$ cat src/hdl/tdfa_pkg.sv
// tdfa_pkg: shared types and codes for the table driven dfa acceptor
// operation codes, reject causes, register indices, parameter defaults and the match result struct
// no dependencies
package tdfa_pkg;

  localparam int MAX_STATES_DEF  = 16;
  localparam int MAX_SYMBOLS_DEF = 16;

  // widest symbol slot index over the supported range of slot counts
  localparam int SYM_IDX_MAX_W = 6;

  localparam logic [1:0] OP_SYMBOL = 2'd0;
  localparam logic [1:0] OP_TRANS  = 2'd1;
  localparam logic [1:0] OP_CHAR   = 2'd2;
  localparam logic [1:0] OP_END    = 2'd3;

  localparam logic [1:0] CAUSE_NONE    = 2'd0;
  localparam logic [1:0] CAUSE_UNKNOWN = 2'd1;
  localparam logic [1:0] CAUSE_MISSING = 2'd2;

  localparam logic [1:0] REG_START       = 2'd0;
  localparam logic [1:0] REG_SYM_COUNT   = 2'd1;
  localparam logic [1:0] REG_ACCEPT_MASK = 2'd2;

  typedef struct packed {
    logic                     hit;
    logic [SYM_IDX_MAX_W-1:0] slot;
  } match_t;

endpackage

$ cat src/hdl/tdfa_if.sv
// tdfa_if: valid/ready channel interfaces for the dfa acceptor
// input item, result item and register write channels; no dependencies
interface tdfa_in_if;
  logic              valid;
  logic              ready;
  logic [1:0]        operation;
  logic [3:0]        slot;
  logic [3:0]        from_state;
  logic [7:0]        char_value;
  logic signed [4:0] to_state;

  modport source (output valid, operation, slot, from_state, char_value, to_state,
                  input ready);
  modport sink   (input valid, operation, slot, from_state, char_value, to_state,
                  output ready);
endinterface

interface tdfa_out_if;
  logic       valid;
  logic       ready;
  logic       accepted;
  logic [3:0] final_state;
  logic [1:0] reject_cause;

  modport source (output valid, accepted, final_state, reject_cause, input ready);
  modport sink   (input valid, accepted, final_state, reject_cause, output ready);
endinterface

interface tdfa_cfg_if;
  logic        valid;
  logic        ready;
  logic [1:0]  index;
  logic [15:0] data;

  modport source (output valid, index, data, input ready);
  modport sink   (input valid, index, data, output ready);
endinterface

$ cat src/hdl/tdfa_match.sv
// tdfa_match: symbol table registers and lowest-slot character matcher
// depends on tdfa_pkg
module tdfa_match #(
  parameter int MAX_SYMBOLS = tdfa_pkg::MAX_SYMBOLS_DEF
) (
  input  logic             clk,
  input  logic             sym_we,
  input  logic [3:0]       sym_slot,
  input  logic [7:0]       sym_char,
  input  logic [7:0]       ch,
  input  logic [4:0]       sym_count,
  output tdfa_pkg::match_t match
);
  import tdfa_pkg::*;

  localparam int SYM_W = (MAX_SYMBOLS > 1) ? $clog2(MAX_SYMBOLS) : 1;

  logic [7:0] sym_r [MAX_SYMBOLS];

  always_ff @(posedge clk) begin
    if (sym_we && (32'(sym_slot) < MAX_SYMBOLS)) begin
      sym_r[SYM_W'(sym_slot)] <= sym_char;
    end
  end

  // walk downwards so the lowest matching slot is the one left standing
  always_comb begin
    match = '0;
    for (int j = MAX_SYMBOLS - 1; j >= 0; j--) begin
      if ((j < 32'(sym_count)) && (sym_r[j] == ch)) begin
        match.hit  = 1'b1;
        match.slot = SYM_IDX_MAX_W'(j);
      end
    end
  end

endmodule

$ cat src/hdl/table_driven_dfa_acceptor_core.sv
// table_driven_dfa_acceptor_core: top level of the table driven dfa string acceptor
// transition table memory, string state and result register
// depends on tdfa_pkg, tdfa_if and tdfa_match
//
// usage
//   cfg_ch writes the start state (index 0), the symbol count (1) and the accept
//   mask (2). it is always ready; the user must write it only while the block is
//   idle, which the block itself does not enforce. in_ch carries items: symbol slot
//   writes, transition writes, characters and end of string. only an end of
//   string item yields a result on out_ch: accepted, final_state and reject_cause.
//   symbol, transition and end items need no wait state. for a character, the
//   lowest matching symbol slot addresses the transition memory, whose registered
//   read sits in the state feedback loop; in_ch is held not ready while that read
//   completes. the result is registered and shows in the cycle after the end item
//   is taken. after reset the transition memory is swept to no transition, one
//   entry a cycle, MAX_STATES * MAX_SYMBOLS entries in all; in_ch is held not ready
//   meanwhile. while a result waits on a stalled out_ch, in_ch stays not ready
//   unless the result is taken in that same cycle.
module table_driven_dfa_acceptor_core #(
  parameter int MAX_STATES  = tdfa_pkg::MAX_STATES_DEF,
  parameter int MAX_SYMBOLS = tdfa_pkg::MAX_SYMBOLS_DEF
) (
  input logic        clk,
  input logic        rst_n,
  tdfa_cfg_if.sink   cfg_ch,
  tdfa_in_if.sink    in_ch,
  tdfa_out_if.source out_ch
);
  import tdfa_pkg::*;

  localparam int SYM_W  = (MAX_SYMBOLS > 1) ? $clog2(MAX_SYMBOLS) : 1;
  localparam int ST_W   = $clog2(MAX_STATES);
  localparam int CS_W   = (ST_W > 4) ? ST_W : 4;
  localparam int DEPTH  = MAX_STATES * MAX_SYMBOLS;
  localparam int ADDR_W = $clog2(DEPTH);

  // configuration registers
  logic [3:0]  start_r;
  logic [4:0]  num_sym_r;
  logic [15:0] mask_r;

  // string state
  logic [CS_W-1:0] cur_r, cur_nxt;
  logic [1:0]      dead_r, dead_nxt;
  logic            in_string_r, in_string_nxt;
  logic            wait_r, wait_nxt;

  // clearing sweep
  logic              clear_r;
  logic [ADDR_W-1:0] clr_cnt_r;

  // result register
  logic       out_valid_r, out_valid_nxt;
  logic       acc_r, acc_nxt;
  logic [3:0] fin_r, fin_nxt;
  logic [1:0] cause_r, cause_nxt;

  // transition memory, entry is {valid, target state}
  logic [ST_W:0]     tt_mem [DEPTH];
  logic [ST_W:0]     rd_q_r;
  logic              mem_we, rd_en;
  logic [ADDR_W-1:0] wr_addr, rd_addr;
  logic [ST_W:0]     wr_data;

  logic            in_ready, in_acc;
  logic [CS_W-1:0] eff_state;
  logic            trans_ok, trans_in_range;
  logic [4:0]      nraw;
  match_t          match;

  assign cfg_ch.ready = 1'b1;

  always_ff @(posedge clk) begin
    if (!rst_n) begin
      start_r   <= '0;
      num_sym_r <= '0;
      mask_r    <= '0;
    end else if (cfg_ch.valid) begin
      case (cfg_ch.index)
        REG_START:       start_r   <= cfg_ch.data[3:0];
        REG_SYM_COUNT:   num_sym_r <= cfg_ch.data[4:0];
        REG_ACCEPT_MASK: mask_r    <= cfg_ch.data;
        default: ;
      endcase
    end
  end

  assign in_ready    = !clear_r && !wait_r && (!out_valid_r || out_ch.ready);
  assign in_acc      = in_ch.valid && in_ready;
  assign in_ch.ready = in_ready;

  tdfa_match #(.MAX_SYMBOLS(MAX_SYMBOLS)) u_match (
    .clk        (clk),
    .sym_we     (in_acc && (in_ch.operation == OP_SYMBOL)),
    .sym_slot   (in_ch.slot),
    .sym_char   (in_ch.char_value),
    .ch         (in_ch.char_value),
    .sym_count  (num_sym_r),
    .match      (match)
  );

  assign eff_state = in_string_r ? cur_r : CS_W'(start_r);
  assign nraw      = $unsigned(in_ch.to_state);
  assign trans_in_range = (32'(in_ch.slot) < MAX_SYMBOLS) && (32'(in_ch.from_state) < MAX_STATES);
  // negative targets and targets beyond the state count store as no transition
  assign trans_ok  = !nraw[4] && (32'(nraw) < MAX_STATES);

  // memory write side: sweep first, then transition writes
  always_comb begin
    mem_we  = 1'b0;
    wr_addr = clr_cnt_r;
    wr_data = '0;
    if (clear_r) begin
      mem_we = 1'b1;
    end else if (in_acc && (in_ch.operation == OP_TRANS) && trans_in_range) begin
      mem_we  = 1'b1;
      wr_addr = ADDR_W'(ADDR_W'(in_ch.from_state) * ADDR_W'(MAX_SYMBOLS))
                + ADDR_W'(in_ch.slot);
      wr_data = trans_ok ? {1'b1, ST_W'(nraw)} : '0;
    end
  end

  assign rd_addr = ADDR_W'(ADDR_W'(eff_state) * ADDR_W'(MAX_SYMBOLS))
                   + ADDR_W'(match.slot[SYM_W-1:0]);

  always_ff @(posedge clk) begin
    if (mem_we) begin
      tt_mem[wr_addr] <= wr_data;
    end
    if (rd_en) begin
      rd_q_r <= tt_mem[rd_addr];
    end
  end

  always_comb begin
    cur_nxt       = cur_r;
    dead_nxt      = dead_r;
    in_string_nxt = in_string_r;
    wait_nxt      = 1'b0;
    rd_en         = 1'b0;
    out_valid_nxt = out_valid_r && !out_ch.ready;
    acc_nxt       = acc_r;
    fin_nxt       = fin_r;
    cause_nxt     = cause_r;
    if (wait_r) begin
      if (!rd_q_r[ST_W]) begin
        dead_nxt = CAUSE_MISSING;
      end else begin
        cur_nxt = CS_W'(rd_q_r[ST_W-1:0]);
      end
    end else if (in_acc) begin
      case (in_ch.operation)
        OP_CHAR: begin
          in_string_nxt = 1'b1;
          cur_nxt       = eff_state;
          if (dead_r == CAUSE_NONE) begin
            if (!match.hit) begin
              dead_nxt = CAUSE_UNKNOWN;
            end else if (32'(eff_state) >= MAX_STATES) begin
              dead_nxt = CAUSE_MISSING;
            end else begin
              rd_en    = 1'b1;
              wait_nxt = 1'b1;
            end
          end
        end
        OP_END: begin
          out_valid_nxt = 1'b1;
          cause_nxt     = dead_r;
          acc_nxt       = (dead_r == CAUSE_NONE) && (32'(eff_state) < 16)
                          && mask_r[eff_state[3:0]];
          fin_nxt       = (dead_r == CAUSE_NONE) ? eff_state[3:0] : 4'd0;
          in_string_nxt = 1'b0;
          dead_nxt      = CAUSE_NONE;
        end
        default: ;
      endcase
    end
  end

  always_ff @(posedge clk) begin
    if (!rst_n) begin
      cur_r       <= '0;
      dead_r      <= CAUSE_NONE;
      in_string_r <= 1'b0;
      wait_r      <= 1'b0;
      out_valid_r <= 1'b0;
      clear_r     <= 1'b1;
      clr_cnt_r   <= '0;
    end else begin
      cur_r       <= cur_nxt;
      dead_r      <= dead_nxt;
      in_string_r <= in_string_nxt;
      wait_r      <= wait_nxt;
      out_valid_r <= out_valid_nxt;
      if (clear_r) begin
        clr_cnt_r <= clr_cnt_r + 1'b1;
        if (clr_cnt_r == ADDR_W'(DEPTH - 1)) begin
          clear_r <= 1'b0;
        end
      end
    end
  end

  always_ff @(posedge clk) begin
    acc_r   <= acc_nxt;
    fin_r   <= fin_nxt;
    cause_r <= cause_nxt;
  end

  assign out_ch.valid        = out_valid_r;
  assign out_ch.accepted     = acc_r;
  assign out_ch.final_state  = fin_r;
  assign out_ch.reject_cause = cause_r;

  a_no_item_in_sweep : assert property (@(posedge clk) disable iff (!rst_n)
    clear_r |-> !in_ch.ready)
    else $error("item taken during transition memory sweep");

  a_wait_one_cycle : assert property (@(posedge clk) disable iff (!rst_n)
    wait_r |=> !wait_r)
    else $error("memory wait lasted more than one cycle");

  a_end_gives_result : assert property (@(posedge clk) disable iff (!rst_n)
    (in_acc && (in_ch.operation == OP_END)) |=> out_valid_r)
    else $error("end of string item gave no result");

  a_accept_not_dead : assert property (@(posedge clk) disable iff (!rst_n)
    (out_valid_r && acc_r) |-> (cause_r == CAUSE_NONE))
    else $error("accepted string carries a reject cause");

  a_wait_follows_read : assert property (@(posedge clk) disable iff (!rst_n)
    wait_r |-> $past(rd_en))
    else $error("memory wait without a read");

endmodule
$ cat src/flat_wrapper.sv
// flat-port wrapper written by rule: the top's interface ports become plain ports
module table_driven_dfa_acceptor_core_flat import tdfa_pkg::*;
#(
  parameter int MAX_STATES  = tdfa_pkg::MAX_STATES_DEF,
  parameter int MAX_SYMBOLS = tdfa_pkg::MAX_SYMBOLS_DEF
)
  (clk, rst_n, cfg_ch_valid, cfg_ch_index, cfg_ch_data, cfg_ch_ready, in_ch_valid, in_ch_operation, in_ch_slot, in_ch_from_state, in_ch_char_value, in_ch_to_state, in_ch_ready, out_ch_valid, out_ch_accepted, out_ch_final_state, out_ch_reject_cause, out_ch_ready);
  tdfa_cfg_if cfg_ch_i ();
  tdfa_in_if in_ch_i ();
  tdfa_out_if out_ch_i ();
  input logic clk;
  input logic rst_n;
  input wire logic [$bits(cfg_ch_i.valid)-1:0] cfg_ch_valid;
  input wire logic [$bits(cfg_ch_i.index)-1:0] cfg_ch_index;
  input wire logic [$bits(cfg_ch_i.data)-1:0] cfg_ch_data;
  output wire logic [$bits(cfg_ch_i.ready)-1:0] cfg_ch_ready;
  input wire logic [$bits(in_ch_i.valid)-1:0] in_ch_valid;
  input wire logic [$bits(in_ch_i.operation)-1:0] in_ch_operation;
  input wire logic [$bits(in_ch_i.slot)-1:0] in_ch_slot;
  input wire logic [$bits(in_ch_i.from_state)-1:0] in_ch_from_state;
  input wire logic [$bits(in_ch_i.char_value)-1:0] in_ch_char_value;
  input wire logic [$bits(in_ch_i.to_state)-1:0] in_ch_to_state;
  output wire logic [$bits(in_ch_i.ready)-1:0] in_ch_ready;
  output wire logic [$bits(out_ch_i.valid)-1:0] out_ch_valid;
  output wire logic [$bits(out_ch_i.accepted)-1:0] out_ch_accepted;
  output wire logic [$bits(out_ch_i.final_state)-1:0] out_ch_final_state;
  output wire logic [$bits(out_ch_i.reject_cause)-1:0] out_ch_reject_cause;
  input wire logic [$bits(out_ch_i.ready)-1:0] out_ch_ready;
  assign cfg_ch_i.valid = cfg_ch_valid;
  assign cfg_ch_i.index = cfg_ch_index;
  assign cfg_ch_i.data = cfg_ch_data;
  assign cfg_ch_ready = cfg_ch_i.ready;
  assign in_ch_i.valid = in_ch_valid;
  assign in_ch_i.operation = in_ch_operation;
  assign in_ch_i.slot = in_ch_slot;
  assign in_ch_i.from_state = in_ch_from_state;
  assign in_ch_i.char_value = in_ch_char_value;
  assign in_ch_i.to_state = in_ch_to_state;
  assign in_ch_ready = in_ch_i.ready;
  assign out_ch_valid = out_ch_i.valid;
  assign out_ch_accepted = out_ch_i.accepted;
  assign out_ch_final_state = out_ch_i.final_state;
  assign out_ch_reject_cause = out_ch_i.reject_cause;
  assign out_ch_i.ready = out_ch_ready;
  table_driven_dfa_acceptor_core #(.MAX_STATES(MAX_STATES), .MAX_SYMBOLS(MAX_SYMBOLS)) u_core (.clk(clk), .rst_n(rst_n), .cfg_ch(cfg_ch_i), .in_ch(in_ch_i), .out_ch(out_ch_i));
endmodule
$ cat config.mk
export PLATFORM = sky130hd
export DESIGN_NAME = table_driven_dfa_acceptor_core_flat
export DESIGN_NICKNAME = d
export VERILOG_FILES = /design/src/hdl/tdfa_pkg.sv /design/src/hdl/tdfa_if.sv /design/src/hdl/tdfa_match.sv /design/src/hdl/table_driven_dfa_acceptor_core.sv /design/src/flat_wrapper.sv
export SDC_FILE = /design/constraint.sdc
export NUM_CORES = 2
export LEC_CHECK = 0
export ABC_CLOCK_PERIOD_IN_PS = 35000
export BUFFER_PORTS_ARGS = -buffer_cell sky130_fd_sc_hd__buf_2
export CORE_ASPECT_RATIO = 1.25
export CORE_MARGIN = 5
export CORE_UTILIZATION = 60
export CTS_CLUSTER_DIAMETER = 50
export DETAILED_ROUTE_END_ITERATION = 8
export PLACE_DENSITY = 0.76
export SKIP_CTS_REPAIR_TIMING = 1
export SLEW_MARGIN = 20
export SYNTH_ARGS = -nofsm -noshare
export SYNTH_HDL_FRONTEND = slang
export SYNTH_SLANG_ARGS = --single-unit
$ cat constraint.sdc
create_clock -name clk -period 35 [get_ports clk]
set_input_delay 8.75 -clock clk [delete_from_list [all_inputs] [get_ports clk]]
set_output_delay 8.75 -clock clk [all_outputs]
set_load 0.005 [all_outputs]
==> impl_results.md <==
* Status: finished, final reports clean
* Post-synthesis sequential area ratio at 72.71%
* Crit path required time at 26.25 ns
* Final setup TNS at 0 ns
* Pwr Total at 3413 uW
* RD Place Congestion at 0.9111
* Hold depth at 0
* Post-route ant nets at 0
* Die ar. at 0.1062 sq mm
* Gate power share at 1.7%
* Final Skew at 0.03026 ns
* Pwr dens at 52.19 mW/mm^2
* Crit path kind: input port to primary output
* Synth top area share at 71.27%
* Design area at 0.06539 sq mm
* Vias per cell at 6.535
* Mapped cell area at 0.05983 sq mm
* Switching share of power at 19.83%
* Nets at 4205
* Internal power at 2736 uW
* Post-synth top flop: edfxtp_1
* RSZ-0062 raised after global routing: no
* Dpl cells at 5327
* Crit. End Element: primary output
* CORE AREA at 0.09894 sq mm
* Total GRT Usage at 29.33%
* Critical Path Source Type: input port
* P_sw at 676.7 uW
* First-pass GRT wire length at 230200 um
* Die width at 292.4 um
* Max-Cap Viols at 0
* Synth area leader: edfxtp_1
* Main area contributors after synthesis: edfxtp_1 (71%), nand2_1 (4.7%), mux2i_1 (4.0%)
* Synth Instances at 4136
* Yosys cell types at 89
* Final setup viols at 0
* Post-synthesis average cell area at 14.47 sq um
* Slew HR at 16.80%
* HP Class: register to register
* Final hold vios at 0
* Synth-to-Final Area Change at 9.296%
* Maximum vdd drop at 0.05196 mV
* DRT met1 WL at 55530 um
* Worst EP arrival at 9.44 ns
* CTS root buffer: clkbuf_16
* CTS Buffer Depth at 3
* IO Pins at 56
* Vias in the first global route at 35610
* CTS tree: built
* Syn nets at 4183
* Least-Margin Pin Slew at 1.241 ns
* Period utilisation layout at 51.96%
* Top routing layer used: met5
* Initial antenna violation count at 7
* Leak Pwr at 0.02114 uW
* Clock Power Share at 42.7%
* Starting Density at 60.47%
* TritonCTS Sinks at 1463
* Metal2 WL at 75280 um
* Hold slack at 0.4526 ns
* Worst-path clk slew at 0.06 ns
* Fmax at 0.05498 GHz
* Routed wire length at 158200 um
* Share of cells above drive strength 1 at 10.38%
* Maximum fanout along the worst path at 4
* Synth warn at 0
* DR iter-0 viols at 5072
* DR pass1 iterations at 9
* Routed length on met3 at 17030 um
* Vias post-DR at 36420
* Yosys reg bits at 1463
* TritonCTS Buffers at 138
* Worst skew pair latency at 0.77 ns
* Gr ovfl total at 0
* Placed Instance Area at 0.06102 sq mm
* PortBufs at 54
* H-tree depth at 4
* WL/cell at 28.39 um
* Pins Over Slew Limit at 0
* Layout Cells excl Fill at 5573
* Hpwl dp at 96320 um
* Post-synth ARST share at 0%
* Cell Rows at 129
* Final min period at 18.19 ns
* Reg2reg path depth at 14
* DRC Markers at 0
* Die height at 363.0 um
* Maximum number of pins on one net before global-route repair at 169
* EDFF count, synth at 1420
* Flop pwr share at 55.6%
worst max-delay path, stage by stage:
cell	delay, ns
buf_2	0.09
nor2b_1	0.07
nor3_1	0.34
buf_2	0.20
routing by layer:
layer  global-route usage [%]  vias up
met1                    37.74    18020
met4                    16.26        2
li1                         -    15600
met2                    47.03     2281
met5                        0        -
met3                    6.560      516
cells in the final DEF (no fill, tap or decap), drive strengths merged, types with 44 or more instances in the layout:
cell    netlist  final
a21oi       140    140
a31oi        45     45
buf         146    119
clkbuf       91    176
clkinv        0     46
edfxtp     1420   1420
mux2i       240    240
mux4         61     61
nand2       753    753
nand3       192    192
nand4        47     47
nor2        319    319
o21ai        67     67
xnor2        88     88
xor2         44     44
power by group through the flow:
stage               Combinational (uW)  Clock [uW]  Sequential [uW]
floorplan                         32.3           0             1940
global placement                  54.8           0             1940
detailed placement                55.8           0             1940
CTS                               56.3        1460             1900
global route                      60.1        1540             1900
finish                            57.6        1460             1900
state kept, by name (all words and copies together), names as in the netlist:
signal	count
u_core.out_ch.accepted	1
u_core.dead_r	2
u_core.tt_mem	1280
u_core.clear_r	1
u_core.mask_r	16
u_core.rd_q_r	5
u_core.cur_r	4
u_core.out_ch.reject_cause	2
u_core.start_r	4
u_core.wait_r	1
u_core.u_match.sym_r	128
u_core.out_ch.final_state	4
u_core.out_ch.valid	1
u_core.clr_cnt_r	8
u_core.in_string_r	1
u_core.num_sym_r	5
worst paths after layout:
kind,from,to,slack (ns)
worst max register to register,u_core.num_sym_r[4],u_core.rd_q_r[2],28.24
worst max-delay path,out_ch_ready,in_ch_ready,16.81
worst min register to register,u_core.dead_r[0],u_core.out_ch.reject_cause[0],0.45
worst min-delay path,u_core.dead_r[0],u_core.out_ch.reject_cause[0],0.45
Yosys cell counts, drive strengths merged (8+ instances only):
library cell and instances:
edfxtp 1420, nand2 753, nor2 319, mux2i 240, nand3 192, buf 146
a21oi 140, clkbuf 91, xnor2 88, o21ai 67, mux4 61, nand4 47
a31oi 45, xor2 44, dfxtp 43, and3 36, o22ai 34, nor4 33
nor3 30, a21boi 24, a211oi 21, mux2 18, nor2b 17, o211ai 17
a32oi 16, a22oi 15, a221oi 14, nand2b 12, or3 11, a2111oi 10
a311oi 10, and2 10, nand3b 8
layout make-up:
| type | instances | area, sq um |
|---|---|---|
| Sequential cell | 1463 | 43500 |
| Fill cell | 6658 | 33550 |
| Multi-Input combinational cell | 2430 | 15070 |
| Clock buffer | 176 | 3702 |
| Tap cell | 1310 | 1639 |
| Timing Repair Buffer | 119 | 832.0 |
| Clock inverter | 66 | 618.1 |
| Inverter | 6 | 22.52 |
| Antenna cell | 3 | 7.507 |
kinds of logic after synthesis:
logic type / count (synthesis) / share of synthesized area (%)
AND/OR/NAND/NOR: 1495 / 10.96
flip-flops: 1463 / 72.71
AO/OA/AOI/OAI: 482 / 5.392
multiplexers: 319 / 6.657
buffers and inverters: 243 / 2.315
XOR/XNOR: 132 / 1.932
adder cells (fa/ha/maj): 1 / 0.02091
other: 1 / 0.006268
through the flow:
| step | utilization [%] | worst slack [ns] |
|---|---|---|
| finish | 66.09 | 16.81 |
| global route | 66.08 | 16.73 |
| CTS | 66.04 | 16.81 |
| detailed placement | 61.67 | 16.83 |
| global placement | 61.67 | 16.84 |
| floorplan | - | 14.66 |
Note: power is estimated with default switching activity, not from simulation.
